[config.mk]
export PLATFORM = sky130hd
export DESIGN_NAME = led_grid_refresh_sequencer
export DESIGN_NICKNAME = d
export VERILOG_FILES = /design/src/design/lgrs_pkg.sv /design/src/design/lgrs_front.sv /design/src/design/lgrs_queue.sv /design/src/design/lgrs_back.sv /design/src/design/led_grid_refresh_sequencer.sv
export SDC_FILE = /design/constraint.sdc
export NUM_CORES = 1
export LEC_CHECK = 0
export ABC_CLOCK_PERIOD_IN_PS = 9370
export BUFFER_PORTS_ARGS = -buffer_cell sky130_fd_sc_hd__buf_4
export CORE_ASPECT_RATIO = 2
export CORE_MARGIN = 2
export CORE_UTILIZATION = 25
export CTS_CLUSTER_SIZE = 25
export DETAILED_ROUTE_END_ITERATION = 7
export GPL_ROUTABILITY_DRIVEN = 0
export GPL_TIMING_DRIVEN = 0
export PLACE_DENSITY = 0.48
export RECOVER_POWER = 25
export SLEW_MARGIN = 20
export SYNTH_ARGS = -nofsm -noshare
export SYNTH_HDL_FRONTEND = slang
export SYNTH_SLANG_ARGS = --single-unit
export TNS_END_PERCENT = 20
[constraint.sdc]
create_clock -name i_clk -period 9.37 [get_ports i_clk]
set_clock_uncertainty 0.2 [all_clocks]
set_input_delay 0.937 -clock i_clk [delete_from_list [all_inputs] [get_ports i_clk]]
set_output_delay 0.937 -clock i_clk [all_outputs]
set_load 0.02 [all_outputs]
[src/design/lgrs_pkg.sv]
// shared types, constants and helpers for the led grid refresh sequencer
// no dependencies
package lgrs_pkg;

    localparam int GRID_W      = 4;
    localparam int BUF_DEPTH   = 16;
    localparam int QUEUE_DEPTH = 4;
    localparam int QPTR_W      = 2;
    localparam int QCNT_W      = 3;

    localparam logic [1:0] CMD_WRITE   = 2'd0;
    localparam logic [1:0] CMD_FILL    = 2'd1;
    localparam logic [1:0] CMD_CLEAR   = 2'd2;
    localparam logic [1:0] CMD_REFRESH = 2'd3;

    localparam logic [1:0] OP_WRITE    = 2'd0;
    localparam logic [1:0] OP_FILL     = 2'd1;
    localparam logic [1:0] OP_CLEAR    = 2'd2;
    localparam logic [1:0] OP_REFRESH  = 2'd3;

    localparam logic [7:0] BYTE_DATA_CMD  = 8'h40;
    localparam logic [7:0] BYTE_ADDR_CMD  = 8'hC0;
    localparam logic [7:0] BYTE_CTRL_OFF  = 8'h80;
    localparam logic [7:0] BYTE_CTRL_ON   = 8'h88;
    localparam logic [3:0] LEVEL_RESET    = 4'd3;
    localparam logic [3:0] LEVEL_MAX      = 4'd8;

    typedef struct packed {
        logic [1:0]        kind;
        logic [GRID_W-1:0] grid;
        logic [7:0]        data;
    } t_op;

    function automatic logic [7:0] ctrl_byte(input logic [3:0] level);
        logic [3:0] lvl;
        lvl = (level > LEVEL_MAX) ? LEVEL_MAX : level;
        if (lvl == 4'd0) begin
            ctrl_byte = BYTE_CTRL_OFF;
        end else begin
            ctrl_byte = BYTE_CTRL_ON + {4'd0, lvl - 4'd1};
        end
    endfunction

endpackage

[src/design/lgrs_front.sv]
// front end: takes command items, classifies them and pushes operations
// depends on lgrs_pkg
module lgrs_front
    import lgrs_pkg::*;
#(
    parameter int GRIDS = 16
) (
    input  logic              i_clk,
    input  logic              i_rst_n,
    input  logic              i_valid,
    output logic              o_stall,
    input  logic [1:0]        i_cmd,
    input  logic [GRID_W-1:0] i_grid,
    input  logic [7:0]        i_segments,
    input  logic              i_full,
    output logic              o_push,
    output t_op               o_op
);

    logic w_accept;
    logic w_keep;

    assign o_stall  = i_full;
    assign w_accept = i_valid && !i_full;

    // out-of-range writes are dropped here
    always_comb begin
        w_keep = 1'b1;
        o_op.grid = i_grid;
        o_op.data = i_segments;
        case (i_cmd)
            CMD_WRITE: begin
                o_op.kind = OP_WRITE;
                w_keep = ({1'b0, i_grid} < (GRID_W + 1)'(GRIDS));
            end
            CMD_FILL:    o_op.kind = OP_FILL;
            CMD_CLEAR:   o_op.kind = OP_CLEAR;
            CMD_REFRESH: o_op.kind = OP_REFRESH;
            default:     o_op.kind = OP_REFRESH;
        endcase
    end

    assign o_push = w_accept && w_keep;

endmodule

[src/design/lgrs_queue.sv]
// short operation queue between front and back
// depends on lgrs_pkg
module lgrs_queue
    import lgrs_pkg::*;
(
    input  logic i_clk,
    input  logic i_rst_n,
    input  logic i_push,
    input  t_op  i_op,
    output logic o_full,
    input  logic i_pop,
    output logic o_not_empty,
    output t_op  o_op
);

    t_op               r_mem [QUEUE_DEPTH];
    logic [QPTR_W-1:0] r_wr;
    logic [QPTR_W-1:0] r_rd;
    logic [QCNT_W-1:0] r_count;
    logic [QPTR_W-1:0] n_wr;
    logic [QPTR_W-1:0] n_rd;
    logic [QCNT_W-1:0] n_count;
    logic              w_push;
    logic              w_pop;

    assign o_full      = (r_count == QCNT_W'(QUEUE_DEPTH));
    assign o_not_empty = (r_count != '0);
    assign o_op        = r_mem[r_rd];
    assign w_push      = i_push && !o_full;
    assign w_pop       = i_pop && o_not_empty;

    always_comb begin
        n_wr    = w_push ? r_wr + 1'b1 : r_wr;
        n_rd    = w_pop ? r_rd + 1'b1 : r_rd;
        n_count = r_count;
        if (w_push && !w_pop) begin
            n_count = r_count + 1'b1;
        end else if (w_pop && !w_push) begin
            n_count = r_count - 1'b1;
        end
    end

    always_ff @(posedge i_clk) begin
        if (w_push) begin
            r_mem[r_wr] <= i_op;
        end
    end

    always_ff @(posedge i_clk) begin
        if (!i_rst_n) begin
            r_wr    <= '0;
            r_rd    <= '0;
            r_count <= '0;
        end else begin
            r_wr    <= n_wr;
            r_rd    <= n_rd;
            r_count <= n_count;
        end
    end

endmodule

[src/design/lgrs_back.sv]
// back end: grid buffer, refresh sequencer and output register
// depends on lgrs_pkg
module lgrs_back
    import lgrs_pkg::*;
#(
    parameter int GRIDS = 16
) (
    input  logic       i_clk,
    input  logic       i_rst_n,
    input  logic       i_not_empty,
    input  t_op        i_op,
    output logic       o_pop,
    input  logic [3:0] i_level,
    output logic       o_valid,
    input  logic       i_stall,
    output logic [7:0] o_bus_byte,
    output logic       o_start_before,
    output logic       o_stop_after,
    output logic       o_last
);

    localparam int IDX_W = $clog2(GRIDS + 3);

    localparam logic ST_IDLE = 1'b0;
    localparam logic ST_SEND = 1'b1;

    logic [7:0]        r_buf [BUF_DEPTH];
    logic [7:0]        n_buf [BUF_DEPTH];
    logic              r_state;
    logic              n_state;
    logic [IDX_W-1:0]  r_idx;
    logic [IDX_W-1:0]  n_idx;
    logic              r_out_valid;
    logic              n_out_valid;
    logic [7:0]        r_byte;
    logic [7:0]        n_byte;
    logic              r_start;
    logic              n_start;
    logic              r_stop;
    logic              n_stop;
    logic              r_last;
    logic              n_last;
    logic              w_load;
    logic [GRID_W-1:0] w_pos;

    assign w_load = !r_out_valid || !i_stall;
    assign o_pop  = (r_state == ST_IDLE) && i_not_empty;
    assign w_pos  = GRID_W'(r_idx - IDX_W'(2));

    always_comb begin
        n_buf       = r_buf;
        n_state     = r_state;
        n_idx       = r_idx;
        n_out_valid = r_out_valid;
        n_byte      = r_byte;
        n_start     = r_start;
        n_stop      = r_stop;
        n_last      = r_last;

        if (o_pop) begin
            case (i_op.kind)
                OP_WRITE: n_buf[i_op.grid] = i_op.data;
                OP_FILL: begin
                    for (int i = 0; i < BUF_DEPTH; i++) begin
                        if (i < GRIDS) begin
                            n_buf[i] = i_op.data;
                        end
                    end
                end
                OP_CLEAR: begin
                    for (int i = 0; i < BUF_DEPTH; i++) begin
                        n_buf[i] = 8'd0;
                    end
                end
                OP_REFRESH: begin
                    n_state = ST_SEND;
                    n_idx   = '0;
                end
                default: n_state = r_state;
            endcase
        end

        if (w_load) begin
            n_out_valid = 1'b0;
        end

        if ((r_state == ST_SEND) && w_load) begin
            n_out_valid = 1'b1;
            n_idx       = r_idx + 1'b1;
            n_last      = 1'b0;
            if (r_idx == IDX_W'(0)) begin
                n_byte  = BYTE_DATA_CMD;
                n_start = 1'b1;
                n_stop  = 1'b1;
            end else if (r_idx == IDX_W'(1)) begin
                n_byte  = BYTE_ADDR_CMD;
                n_start = 1'b1;
                n_stop  = 1'b0;
            end else if (r_idx == IDX_W'(GRIDS + 2)) begin
                n_byte  = ctrl_byte(i_level);
                n_start = 1'b1;
                n_stop  = 1'b1;
                n_last  = 1'b1;
                n_state = ST_IDLE;
            end else begin
                n_byte  = r_buf[w_pos];
                n_start = 1'b0;
                n_stop  = (r_idx == IDX_W'(GRIDS + 1));
            end
        end
    end

    always_ff @(posedge i_clk) begin
        r_byte  <= n_byte;
        r_start <= n_start;
        r_stop  <= n_stop;
        r_last  <= n_last;
        r_idx   <= n_idx;
    end

    always_ff @(posedge i_clk) begin
        if (!i_rst_n) begin
            r_state     <= ST_IDLE;
            r_out_valid <= 1'b0;
            for (int i = 0; i < BUF_DEPTH; i++) begin
                r_buf[i] <= 8'd0;
            end
        end else begin
            r_state     <= n_state;
            r_out_valid <= n_out_valid;
            r_buf       <= n_buf;
        end
    end

    assign o_valid        = r_out_valid;
    assign o_bus_byte     = r_byte;
    assign o_start_before = r_start;
    assign o_stop_after   = r_stop;
    assign o_last         = r_last;

endmodule

[src/design/led_grid_refresh_sequencer.sv]
// top level of the led grid refresh sequencer: front, queue, back, brightness register
// depends on lgrs_pkg, lgrs_front, lgrs_queue, lgrs_back
//
//  channel  | direction | handshake               | payload
//  ---------+-----------+-------------------------+-------------------------------------
//  command  | in        | i_valid / o_stall       | i_cmd, i_grid, i_segments
//  bus byte | out       | o_valid / i_stall       | o_bus_byte, o_start_before,
//           |           |                         | o_stop_after, o_last
//  config   | in        | i_cfg_valid/o_cfg_ready | i_brightness_level
//
// the back end applies write, fill and clear items to the grid buffer as it pops them
// a refresh sends GRIDS + 3 bytes, one per cycle unless stalled; no items pop until it ends
// a four-entry queue lets items enter while a refresh drains; o_stall rises when it is full
// synchronous active-low reset clears the grid buffer and sets brightness level 3
module led_grid_refresh_sequencer
    import lgrs_pkg::*;
#(
    parameter int GRIDS = 16
) (
    input  logic       i_clk,
    input  logic       i_rst_n,
    input  logic       i_valid,
    output logic       o_stall,
    input  logic [1:0] i_cmd,
    input  logic [3:0] i_grid,
    input  logic [7:0] i_segments,
    output logic       o_valid,
    input  logic       i_stall,
    output logic [7:0] o_bus_byte,
    output logic       o_start_before,
    output logic       o_stop_after,
    output logic       o_last,
    input  logic       i_cfg_valid,
    output logic       o_cfg_ready,
    input  logic [3:0] i_brightness_level
);

    logic [3:0] r_level;
    t_op        w_push_op;
    t_op        w_head_op;
    logic       w_push;
    logic       w_full;
    logic       w_pop;
    logic       w_not_empty;

    assign o_cfg_ready = 1'b1;

    always_ff @(posedge i_clk) begin
        if (!i_rst_n) begin
            r_level <= LEVEL_RESET;
        end else if (i_cfg_valid && o_cfg_ready) begin
            r_level <= i_brightness_level;
        end
    end

    lgrs_front #(
        .GRIDS (GRIDS)
    ) u_front (
        .i_clk      (i_clk),
        .i_rst_n    (i_rst_n),
        .i_valid    (i_valid),
        .o_stall    (o_stall),
        .i_cmd      (i_cmd),
        .i_grid     (i_grid),
        .i_segments (i_segments),
        .i_full     (w_full),
        .o_push     (w_push),
        .o_op       (w_push_op)
    );

    lgrs_queue u_queue (
        .i_clk       (i_clk),
        .i_rst_n     (i_rst_n),
        .i_push      (w_push),
        .i_op        (w_push_op),
        .o_full      (w_full),
        .i_pop       (w_pop),
        .o_not_empty (w_not_empty),
        .o_op        (w_head_op)
    );

    lgrs_back #(
        .GRIDS (GRIDS)
    ) u_back (
        .i_clk          (i_clk),
        .i_rst_n        (i_rst_n),
        .i_not_empty    (w_not_empty),
        .i_op           (w_head_op),
        .o_pop          (w_pop),
        .i_level        (r_level),
        .o_valid        (o_valid),
        .i_stall        (i_stall),
        .o_bus_byte     (o_bus_byte),
        .o_start_before (o_start_before),
        .o_stop_after   (o_stop_after),
        .o_last         (o_last)
    );

endmodule

# == Word level (Yosys, flattened, before mapping) ==
# Memory sizes are Yosys's and may differ from the RTL's. A register that Yosys moved wholly into a read port is not among the register bits.
# Index checks and enable logic that the tools add are counted.
# op_classes
n_addsub,8
mux,32
bitwise_logic,3
order_cmp,4
eq_ne,10
reduce_logical,27
# ops
operator,count
case mux 128 bit (3 select lines),1
bitwise mux 128 bit,1
2-to-1 mux 8 bit,6
binary-select mux 8 bit (select 4 bit),1
demux 8 bit (select 4 bit),1
2-to-1 mux 5 bit,3
2-to-1 mux 1 bit,13
equality test 5 bit (second input constant),2
>= comparator 5 bit (second input constant),2
NOT 4 -> 5 bit,2
adder 8 x 4 -> 8 bit (first input constant),1
equality test 2 bit (second input constant),4
logical AND 1 bit,8
case mux 2 bit (4 select lines),1
nonzero test 2 bit,4
2-to-1 mux 3 bit,2
nonzero test 3 bit,2
adder 5 x 1 -> 5 bit (second input constant),1
equality test 5 x 1 -> 1 bit (second input constant),1
logical NOT 1 bit,5
logical NOT 5 bit,1
less-than comparator 5 x 1 -> 1 bit (second input constant),1
adder 2 x 1 -> 2 bit (second input constant),2
equality test 2 x 1 -> 1 bit (second input constant),2
14 further kinds,17
# totals
ramBits,56
inputBits,23
elab_cells,113
n_memories,1
reg_bits,157
# memory_table
memory,depth,width,read_ports,rd_clocked_by_memory_dff,write_ports,line_no,text
u_queue.r_mem,4,14,1,1,1,lgrs_queue.sv:16,t_op r_mem [QUEUE_DEPTH];

# == Logic depth before layout (Yosys ltp) ==
# Gate-level depths: netlist (run 1).
# logic_depth
depth_word,8
ltp_mapped,11

# == Hierarchy ==
# Synthesis (run 1) repeated with hierarchy kept, for this count alone.
# unflattened
hier_cells,980
area_unflattened_um2,10757.8
# modules_own_cells
mod,seq_area_each_um2,area_per_inst_um2,instances,cells_each
lgrs_back,3083.0,7958.9,1,828
lgrs_queue,1861.8,2523.7,1,121
led_grid_refresh_sequencer,80.1,156.4,1,15
lgrs_front,0.0,118.9,1,16

# == Worst setup path before layout (run 1) ==
# Ideal clock, no wire load.
# synth_path
path_kind,register -> register
startpoint,register u_back.r_idx[1]
endpoint,register u_back.r_byte[4] (netlist: u_back.o_bus_byte[4]) (data pin)
arrival_ns,2.930
stages_incl_launch_ff,9
path_slack_ns,5.985
required_time_ns,8.915
n_path_buf,3
path_cell_list,edfxtp_1 > clkbuf_1 > inv_1 > ha_1 > clkbuf_1 > buf_1 > mux4_2 > mux4_2 > and3_1
# synth_between
elab_chain_len,6
word_cells_on_any_way,10
# synth_rtl
element,line_no,text
from (decl),lgrs_back.sv:31,logic [IDX_W-1:0] r_idx;
from (signal assigned),lgrs_back.sv:118,r_idx <= n_idx;
subtractor 4 x 2 -> 4 bit,lgrs_back.sv:48,assign w_pos = GRID_W'(r_idx - IDX_W'(2));
NOT 4 -> 5 bit (not written as such),lgrs_back.sv:106,n_byte = r_buf[w_pos];
binary-select mux 8 bit (select 4 bit),lgrs_back.sv:106,
2-to-1 mux 8 bit (not written as such) (2 in series),lgrs_back.sv:106,
2-to-1 mux 8 bit,lgrs_back.sv:99,end else if (r_idx == IDX_W'(GRIDS + 2)) begin
to (signal assigned),lgrs_back.sv:114,r_byte <= n_byte;
to (decl),lgrs_back.sv:35,logic [7:0] r_byte;
# Several ways; a longest one is shown, not always the timed one. The select of a mux whose other input is x is not followed.
# A chain may end at the register's enable or synchronous reset.

# == Worst setup path in the final report (run 1) ==
# layout_path
startpoint,register u_back.r_idx[1]
endpoint,register u_back.r_byte[1] (netlist: u_back.o_bus_byte[1]) (data pin)
# The elaborated chain is that of the path after synthesis.

==> results of run 1 <==
-- layout make-up --
type	instances	area, um2	area share, %
multi-input cells	607	5170	41.8
flip-flops and latches	215	5020	40.6
well taps	545	682	5.51
clock buffers	30	602	4.86
plain buffers	125	594	4.80
repair buffers	33	199	1.61
clock inverters	10	56.3	0.455
inverters	13	48.8	0.394
-- cells in the mapped netlist, types with 13 or more instances --
master / instances / area [um2]
a211oi_1: 200 / 1500
a211oi_2: 16 / 200
a21oi_1: 148 / 741
a221oi_1: 13 / 114
and2_1: 15 / 93.8
buf_2: 26 / 130
clkbuf_1: 72 / 270
dfxtp_1: 143 / 2860
edfxtp_1: 72 / 2160
ha_1: 13 / 163
mux4_2: 53 / 1190
nand2_1: 13 / 48.8
nor2_1: 33 / 124
-- per-stage QoR --
| step | setup slack, ns | util [%] |
|---|---|---|
| finish | 4.43 | 29.0 |
| global route | 4.29 | 29.0 |
| CTS | 4.45 | 29.1 |
| detailed placement | 4.46 | 27.5 |
| global placement | 4.46 | 27.5 |
| floorplan | 5.98 | - |
-- cells by family after synthesis --
logic type      after synthesis  share of synthesized area (%)
mux                          63                           11.9
xor+xnor                      9                          0.728
other cells                   1                         0.0346
flops                       215                           46.4
fa+ha+maj                    14                           1.69
buf+inv                     138                           5.94
compound gates              401                           25.8
simple gates                119                           7.51
-- worst paths after layout --
check | start | end | depth (start not counted)
max | u_back.r_idx[1] | u_back.o_bus_byte[1] | 9
min | u_queue.r_count[2] | u_queue.r_count[2] | 2
max reg2reg | u_back.r_idx[1] | u_back.o_bus_byte[1] | 9
min reg2reg | u_queue.r_count[2] | u_queue.r_count[2] | 2
-- power by group through the flow --
stage,logic [mW],clock network [mW],registers [mW]
CTS,2.94,0.861,1.54
detailed placement,2.93,0,1.56
finish,2.97,0.849,1.55
global route,3.15,0.892,1.58
floorplan,1.98,0,1.48
global placement,2.90,0,1.56
-- placed cells by master (no fill, tap or decap), drive strengths merged, types with 13 or more instances in the layout --
cell    netlist  layout
o21a         16      16
edfxtp       72      72
buf          51      67
a21oi       148     148
and2         22      22
dfxtp       143     143
ha           13      13
clkbuf       74     121
nor2         33      33
nand2        13      13
a211oi      216     216
mux4         53      53
a221oi       13      13
-- worst max-delay path, delay by kind of cell (launching register included) --
family	cells	cell delay, ns
muxes	2	1.04
adders and majority gates	1	0.34
and+or+nand+nor	2	0.20
DFF	1	0.58
buffers and inverters	4	2.30
-- layer usage --
metal / part of all wire [%] / vias up
met2: 51 / 386
met4: 13 / 0
li1: - / 3875
met5: 0 / -
met1: 31 / 4207
met3: 4.4 / 183
==> key figures, run 1 <==
Outcome
  – Status: completed

Floorplanning
  – Die Y: 298 um
  – Core ar.: 42700 um2
  – Die W: 151 um
  – Num ports: 37
  – Cell Rows: 107
  – Initial core utilization: 25.4%
  – Area of the die: 45100 um2

Pwr
  – Combinational share of power: 55.3%
  – Clock power frac: 15.8%
  – Sw Pwr: 2.52 mW
  – Leakage Power: 3.87 nW
  – Pwr Total: 5.37 mW
  – PD cells: 434 nW/um2
  – Internal power: 2.85 mW
  – Worst ir drop on vdd: 0.000145 V
  – Switch share: 46.9%
  – Sequential fraction of design power: 28.9%

STA
  – Slew Limit Fails: 0
  – Min cycle time layout: 4.94 ns
  – Final period util: 52.7%
  – RSZ-0062 raised after global routing: no
  – Slew of the pin with the lowest slew margin: 1.07 ns
  – Fmax: 202 MHz
  – Final Hold Slack: 0.318 ns
  – Final Hold Viols: 0
  – Total negative setup slack: 0 ns
  – Final setup fails: 0
  – Max_slew headroom: 28.9%

Clocking
  – Post-cts sizing count: 0
  – H-tree level count: 1
  – CTS tree: done
  – Postcts setup bufs: 0
  – CTS max path bufs: 3
  – CTS sink count: 215
  – Clock slew at the register clock pins of the worst setup and hold paths: 0.07 ns
  – Inserted Clock Buffers: 22
  – Number of hold buffers added after cts: 0
  – CTS Root Cell: clkbuf_16
  – Clk_lat worst skew: 0.53 ns

Route
  – Initial DRC count: 557
  – DRT Pass-1 Iters: 5
  – DRC Markers: 0
  – Avg WL per Cell: 26.9 um
  – Post-route ant nets: 0
  – Total number of vias: 8651
  – Via-to-Cell Ratio: 5.48
  – Total Wirelength: 42500 um

Place
  – IO Port Bufs: 32
  – Area of placed instances: 11800 um2
  – DP Wirelength: 32400 um
  – Dpl cells: 1537

Yosys
  – EDFF count, synth: 72
  – Post-synth ARST share: 0%
  – Yosys warns: 0
  – Synthesized area: 10800 um2
  – Post-Synthesis Mean Instance Area: 11.3 um2
  – Syn Inst Count: 960
  – Yosys cell types: 47
  – Synthesized flop and latch total: 215
  – Mapped Nets: 997
  – Register area share after synthesis: 46.4%
  – Ys flop type: dfxtp_1

Final layout
  – Post-route cell area: 12400 um2
  – Fillers: 4422
  – Area delta synth->final: 14.3%
  – Nets@finish: 1054
  – ANT cells: 0
  – Share of cells above drive strength 1: 17.4%
  – Finished Layout Cells: 1578

Global route
  – First-pass GRT wire length: 61800 um
  – GRT busiest layer: met2
  – Global Route met2 Usage: 33.5%
  – Vias in the first global route: 9162
  – GRT overflow: 0
  – GRT met1 Usage: 17.5%
  – M3 GR Usage: 2.40%
  – Largest net degree at the start of global routing: 15
  – Tot GR Track Use: 19.0%
  – Initial antenna violation count: 0

Critical path
  – Worst path cell trace: clkbuf_1, inv_1, ha_1, clkbuf_1, clkbuf_1, mux4_2, mux4_2, nor2_1, nor3_1
  – WP data arrival: 5.01 ns
  – CP most frequent cell: clkbuf_1
  – Critical-path top delay cell: clkbuf_1
  – Reg2Reg Setup Slack: 4.43 ns
  – Largest fanout on the critical path: 10
  – Startpoint types: flip-flop
  – WP data required: 9.44 ns
  – CP Capture Type: flip-flop
  – Worst setup path category: flip-flop to flip-flop
  – Crit path largest cell delay: 0.86 ns

Worst hold path
  – HP Class: flip-flop to flip-flop

Job
  – MaxCap Viol Count: 0
No activity file was read; power rests on OpenSTA's default activity.
==> inputs of run 2 (changes only) <==
--- a/config.mk
+++ b/config.mk
@@ -5,7 +5,8 @@
 export SDC_FILE = /design/constraint.sdc
 export NUM_CORES = 1
 export LEC_CHECK = 0
-export ABC_CLOCK_PERIOD_IN_PS = 9370
+export ABC_AREA = 1
+export ABC_CLOCK_PERIOD_IN_PS = 5000
 export BUFFER_PORTS_ARGS = -buffer_cell sky130_fd_sc_hd__buf_4
 export CORE_ASPECT_RATIO = 2
 export CORE_MARGIN = 2
==> constraint.sdc (replaced) <==
create_clock -name i_clk -period 5 [get_ports i_clk]
set_clock_uncertainty 0.2 [all_clocks]
set_input_delay 0.5 -clock i_clk [delete_from_list [all_inputs] [get_ports i_clk]]
set_output_delay 0.5 -clock i_clk [all_outputs]
set_load 0.02 [all_outputs]
==> run 2 against run 1 <==
Compared with the run above: non-clock buffer count shrank 21; hold slack lost 0.28 ns; synthesized area is 7.9% higher; setup slack worse by 3.5 ns; sequential share of layout area decreased by 3.9 points; utilization increased by 0.53 points; largest cell class unchanged; register-to-register slack got worse by 3.5 ns; first-iteration DRC count is 58% higher.
==> key figures, run 2 <==
STA
  – Final Hold Viols: 0 (unchanged)
  – Max_slew headroom: 37.1% (+8.2 points)
  – Final worst setup slack: 0.887 ns (-3.54 ns)
  – Final period util: 82.3% (+30 points)
  – RSZ-0062 raised after global routing: no
  – Total negative setup slack: 0 ns (unchanged)
  – Slew Limit Fails: 0 (unchanged)
  – Fmax: 243 MHz (+20%)
  – Min cycle time layout: 4.11 ns (-0.830 ns)
  – Final setup fails: 0 (unchanged)
  – Slew of the pin with the lowest slew margin: 0.944 ns (-0.122 ns)

Worst hold path
  – Hold path start: i_cmd[1]
  – HP Class: input pin to flip-flop

Critical path
  – Worst setup path category: flip-flop to flip-flop
  – Startpoint types: flip-flop
  – Worst path cell trace: clkbuf_1, inv_1, clkbuf_1, ha_1, clkbuf_1, clkbuf_1, nand3_1, nand3_1, nand3b_1, nand2_1, inv_1
  – CP most frequent cell: clkbuf_1
  – WP data required: 5.12 ns (-4.32 ns)
  – WP data arrival: 4.23 ns (-0.78 ns)
  – Critical-path top delay cell: clkbuf_1
  – Reg-to-reg critical path startpoint: u_back.r_idx[1]
  – Largest fanout on the critical path: 12 (+2)
  – Crit path largest cell delay: 0.54 ns (-0.32 ns)
  – CP Capture Type: flip-flop
  – Worst setup path startpoint: u_back.r_idx[1]

Route
  – DRC Markers: 0 (unchanged)
  – Via-to-Cell Ratio: 4.49 (-18%)
  – Total Wirelength: 40300 um (-5.3%)
  – Post-route ant nets: 0 (unchanged)
  – Initial DRC count: 879 (+58%)
  – Total number of vias: 10.4k (+21%)
  – DRT Pass-1 Iters: 5 (unchanged)
  – Avg WL per Cell: 17.3 um (-36%)

Place
  – IO Port Bufs: 32 (unchanged)
  – Pre-CTS setup slack: 1.03 ns (-3.42 ns)
  – DP Wirelength: 27700 um (-15%)
  – Area of placed instances: 12700 um2 (+8.3%)

Clocking
  – Clock slew at the register clock pins of the worst setup and hold paths: 0.06 ns (about the same)
  – Inserted Clock Buffers: 26 (+18%)
  – CTS max path bufs: 3 (unchanged)
  – H-tree level count: 1 (unchanged)
  – CTS sink count: 215 (unchanged)
  – Number of hold buffers added after cts: 19 (+19)
  – Clk_lat worst skew: 0.56 ns (+0.03 ns)
  – Postcts setup bufs: 0 (unchanged)
  – CTS tree: done
  – Post-cts sizing count: 0 (unchanged)
  – CTS Root Cell: clkbuf_16

Final layout
  – Layout Utilization: 29.5% (+0.53 points)
  – Share of cells above drive strength 1: 11.3% (-6.1 points)
  – Nets@finish: 1719 (+63%)
  – Commonest non-fill, non-tap cells in the layout: nand2_1, nor2_1, o21ai_0
  – ANT cells: 0 (unchanged)
  – Area delta synth->final: 17.2%
  – Most common cell after layout, fill and taps aside: nand2_1
  – Post-route cell area: 13700 um2 (+11%)

Global route
  – Largest net degree at the start of global routing: 15 (unchanged)
  – Tot GR Track Use: 16.6% (-2.3 points)
  – Initial antenna violation count: 0 (unchanged)
  – First-pass GRT wire length: 60300 um (-2.5%)
  – GRT overflow: 0 (unchanged)
  – Vias in the first global route: 9942 (+8.5%)

Yosys
  – EDFF count, synth: 72 (unchanged)
  – Share of the synthesized area in the top cell type: 24.5% (-1.9 points)
  – Post-synth ARST share: 0% (unchanged)
  – Post-Synthesis Mean Instance Area: 7.29 um2 (-35%)
  – Simple-gate share of the synthesized area: 32.2% (+25 points)
  – Xor and xnor area share after synthesis: 0.289% (-0.44 points)
  – Post-synthesis mux area share: 0% (-12 points)
  – Ys flop type: dfxtp_1
  – Count leader, synth: nand2_1
  – Yosys cell types: 38 (-19%)
  – Register area share after synthesis: 43.0% (-3.4 points)
  – Synthesized flop and latch total: 215 (unchanged)
  – Yosys warns: 0 (unchanged)
  – Area leader, netlist: dfxtp_1
  – Synth area leaders: dfxtp_1, edfxtp_1, nand2_1
  – Synthesized area: 11700 um2 (+7.9%)
  – Main combinational cell family by area after synthesis: simple AND/OR/NAND/NOR gates
  – Commonest cells post-synth: nand2_1, nor2_1, o21ai_0
  – Syn Inst Count: 1602 (+67%)
  – Mapped Nets: 1639 (+64%)
  – Compound-cell area share of the yosys netlist: 12.3% (-13 points)
  – Area share of fa/ha/maj cells after synthesis: 1.56% (-0.12 points)

Job
  – MaxCap Viol Count: 0 (unchanged)

Floorplanning
  – Area of the die: 48600 um2 (+7.7%)
  – Cell Rows: 112 (+4.7%)
  – Core ar.: 46400 um2 (+8.6%)
  – Die Y: 310 um (+3.8%)
  – Initial core utilization: 25.2% (-0.17 points)
  – Die W: 157 um (+3.8%)
  – Num ports: 37 (unchanged)

Outcome
  – Status: completed
run 2: cell families (layout without fill, tap and decap cells):
logic type | after synthesis | in the layout
and+or+nand+nor | 820 | 820
AOI/OAI and AO/OA | 280 | 280
buffers and inverters | 269 | 369
DFF | 215 | 215
adders and majority gates | 14 | 14
xor gates and xnor gates | 3 | 3
other | 1 | 1
run 2: final cells by class:
class | count | area (um2)
flip-flops and latches | 215 | 5020
repair buffers | 52 | 400
clock inverters | 13 | 113
plain buffers | 85 | 543
clock buffers | 35 | 716
well taps | 627 | 785
inverters | 184 | 698
multi-input cells | 1118 | 5410
fillers | 5095 | 32700
run 2: critical path: cells and delay by family (launching register included):
kind | cells | cell delay, ns
AND/OR/NAND/NOR | 4 | 0.69
adder cells (fa/ha/maj) | 1 | 0.44
buffers and inverters | 6 | 2.10
flip-flops | 1 | 0.40
run 2: worst paths after layout:
| path | endpoint | slack, ns | cells past startpoint |
|---|---|---|---|
| worst max-delay path | u_back.o_bus_byte[7] | 0.89 | 11 |
| worst min register to register | u_queue.r_rd[1] | 0.27 | 2 |
| worst min-delay path | u_queue.r_mem[3][13] | 0.03 | 1 |
| worst max register to register | u_back.o_bus_byte[7] | 0.89 | 11 |
run 2: metrics by stage:
stage	instances	hold slack (ns)
after CTS	2329	0.00531
final	2329	0.0332
after global placement	2261	0.253
after floorplan	1602	0.236
after global routing	2329	0.0389
after detailed placement	2262	0.266
run 2: routing by layer:
layer	GRT usage, %	part of all wire, %	wire, um
met5	0	0	0
met4	5.95	3.4	1360
met3	2.35	5.9	2390
met2	28.2	48	19200
met1	21.5	43	17300
Power of run 2 is not shown: default switching activity piles up to over one toggle a cycle in this logic, so the estimate is an artifact.
==> inputs of run 3 (changes only) <==
--- a/config.mk
+++ b/config.mk
@@ -5,8 +5,8 @@
 export SDC_FILE = /design/constraint.sdc
 export NUM_CORES = 1
 export LEC_CHECK = 0
-export ABC_AREA = 1
-export ABC_CLOCK_PERIOD_IN_PS = 5000
+export ABC_AREA = 0
+export ABC_CLOCK_PERIOD_IN_PS = 3910
 export BUFFER_PORTS_ARGS = -buffer_cell sky130_fd_sc_hd__buf_4
 export CORE_ASPECT_RATIO = 2
 export CORE_MARGIN = 2
==> constraint.sdc (replaced) <==
create_clock -name i_clk -period 3.91 [get_ports i_clk]
set_clock_uncertainty 0.2 [all_clocks]
set_input_delay 0.391 -clock i_clk [delete_from_list [all_inputs] [get_ports i_clk]]
set_output_delay 0.391 -clock i_clk [all_outputs]
set_load 0.02 [all_outputs]
==> run 3 against run 2 <==
Compared with the run above: cell count shrank 32%; wire length grew 6.0%; hold slack gained 0.0087 ns; fmax grew 7.0%; die area shrank 7.2%; first-iteration DRC count shrank 32%; critical path depth shrank 3; flip-flop and latch count is the same; via count shrank 17%; setup slack lost 0.82 ns; design area shrank 8.2%; critical path type unchanged; critical endpoint is now u_back.o_bus_byte[3]; largest cell class unchanged; highest routed layer unchanged.
==> key figures, run 3 (synthesis gave the netlist of run 1 again) <==
Outcome
  – Status: completed

Clocking
  – Inserted Clock Buffers: 22 (-15%)
  – H-tree level count: 1 (unchanged)
  – CTS max path bufs: 3 (unchanged)
  – CTS tree: done
  – CTS Root Cell: clkbuf_16
  – CTS sink count: 215 (unchanged)
  – Clock slew at the register clock pins of the worst setup and hold paths: 0.07 ns (about the same)
  – Clk_lat worst skew: 0.53 ns (-0.03 ns)

Place
  – Area of placed instances: 11800 um2 (-7.6%)
  – IO Port Bufs: 32 (unchanged)
  – DP Wirelength: 32400 um (+17%)

Final layout
  – Flip-flop and latch area: 5020 um2 (unchanged)
  – Post-route cell area: 12600 um2 (-8.2%)
  – Nets@finish: 1066 (-38%)
  – Share of cells above drive strength 1: 19.2% (+7.9 points)
  – Fillers: 4423 (-13%)
  – Most common cell after layout, fill and taps aside: a211oi_1
  – ANT cells: 0 (unchanged)
  – Area delta synth->final: 16.1%
  – Commonest non-fill, non-tap cells in the layout: a211oi_1, a21oi_1, dfxtp_1
  – Footprint of the multi-input gates: 5210 um2 (-3.8%)

Pwr
  – Clock power frac: 15.7%
  – Sequential fraction of design power: 28.8%
  – Combinational share of power: 55.5%
  – Worst ir drop on vdd: 0.000372 V
  – Pwr Total: 12.9 mW
  – PD cells: 1030 nW/um2
  – Switch share: 46.9%
  – Internal power: 6.87 mW
  – Leakage Power: 3.99 nW
  – Sw Pwr: 6.07 mW

STA
  – Slew Limit Fails: 0 (unchanged)
  – Slew of the pin with the lowest slew margin: 1.04 ns (+0.0923 ns)
  – Max_slew headroom: 30.9% (-6.2 points)
  – Final period util: 98.3% (+16 points)
  – Fmax: 260 MHz (+7.0%)
  – Final Hold Viols: 0 (unchanged)
  – Total negative setup slack: 0 ns (unchanged)
  – Min cycle time layout: 3.84 ns (-0.269 ns)
  – RSZ-0062 raised after global routing: no
  – Final setup fails: 0 (unchanged)

Route
  – Total number of vias: 8715 (-17%)
  – DR top layer: met4
  – DRC Markers: 0 (unchanged)
  – DRT Pass-1 Iters: 5 (unchanged)
  – Routed wire length on met3: 2020 um (-16%)
  – Post-route ant nets: 0 (unchanged)
  – Wl on met1: 13200 um (-24%)
  – Avg WL per Cell: 26.8 um (+55%)
  – Total Wirelength: 42700 um (+6.0%)
  – Initial DRC count: 602 (-32%)
  – DR WL met2: 21700 um (+13%)
  – Via-to-Cell Ratio: 5.48 (+22%)

Global route
  – Tot GR Track Use: 19.0% (+2.4 points)
  – Initial antenna violation count: 0 (unchanged)
  – Largest net degree at the start of global routing: 15 (unchanged)
  – GRT overflow: 0 (unchanged)
  – First-pass GRT wire length: 62000 um (+2.9%)
  – Vias in the first global route: 9251 (-7.0%)

Critical path
  – WP data arrival: 3.92 ns (-0.31 ns)
  – Reg2Reg Setup Slack: 0.07 ns (-0.82 ns)
  – Worst setup path category: flip-flop to flip-flop
  – Startpoint types: flip-flop
  – CP Capture Type: flip-flop
  – WP data required: 3.98 ns (-1.14 ns)
  – Largest fanout on the critical path: 10 (-2)

Floorplanning
  – Die W: 151 um (-3.6%)
  – Initial core utilization: 25.4% (+0.17 points)
  – Core ar.: 42700 um2 (-7.9%)
  – Area of the die: 45100 um2 (-7.2%)
  – Cell Rows: 107 (-4.5%)
  – Num ports: 37 (unchanged)
  – Die Y: 298 um (-3.7%)

Job
  – MaxCap Viol Count: 0 (unchanged)

Worst hold path
  – HP Class: input pin to flip-flop
## run 3: changes by cell type in the layout (fill, tap and decap cells not counted), sizes merged, moves of 13 or more
cell,delta
inv,-173
and2,+22
nand2,-422
nor2,-265
o21ai,-190
a21oi,+72
a221oi,+13
a211oi,+215
mux4,+53
o21a,+16
nand3,-82
clkbuf,+37
## run 3: worst paths after layout
| kind | start | endpoint | cells after the start |
|---|---|---|---|
| worst min register to register | u_queue.r_count[2] | u_queue.r_count[2] | 2 |
| worst min-delay path | i_cfg_valid | r_level[0] | 3 |
| worst max-delay path | u_back.r_idx[1] | u_back.o_bus_byte[3] | 8 |
| worst max register to register | u_back.r_idx[1] | u_back.o_bus_byte[3] | 8 |
## run 3: through the flow
step / std cells / utilization, % / hold slack [ns] / worst slack, ns
6_report: 1590 / 29.4 / 0.0420 / 0.0659
5_1_grt: 1590 / 29.4 / 0.0586 / 0.0189
4_1_cts: 1591 / 29.6 / 0.0364 / -0.00529
3_5_place_dp: 1537 / 27.5 / 0.312 / -1.00
3_3_place_gp: 1537 / 27.5 / 0.293 / -1.00
2_1_floorplan: 960 / - / 0.253 / 0.525
## run 3: worst max-delay path, cell delays in order, from the launching register on
cell	delay, ns
edfxtp_1	0.58
clkbuf_4	0.37
inv_1	0.14
ha_2	0.54
clkdlybuf4s18_2	0.51
mux4_2	0.47
mux4_2	0.56
nand2_1	0.12
a21oi_1	0.08
## run 3: cell type report
cell class	count	area share, %
Tap cell	545	5.42
Clock inverter	10	0.448
Clock buffer	30	4.79
Inverter	13	0.398
Timing Repair Buffer	53	2.83
Multi-Input combinational cell	607	41.4
Buffer	117	4.76
Sequential cell	215	40.0
## run 3: power groups by stage
stage                     sequential [mW]  combinational [mW]  clock, mW
after floorplan                      3.56                4.74          0
after global placement               3.73                6.95          0
after detailed placement             3.74                7.02          0
after CTS                            3.70                7.11       2.06
after global routing                 3.78                7.59       2.14
final                                3.72                7.18       2.04
## run 3: routing by layer
| layer | track usage, % | vias up |
|---|---|---|
| met5 | 0 | - |
| met4 | 20.7 | 0 |
| met3 | 2.66 | 199 |
| met2 | 33.6 | 366 |
| met1 | 17.2 | 4245 |
| li1 | - | 3905 |
## run 3: what timing repair did
action                                  4_1_cts  5_1_grt
pin swaps                                     2        1
buffers inserted                              2        0
endpoints found under the setup margin      136       92
hold endpoints to repair                     60        0
hold buffers                                 19        0
resized for setup                            25       18
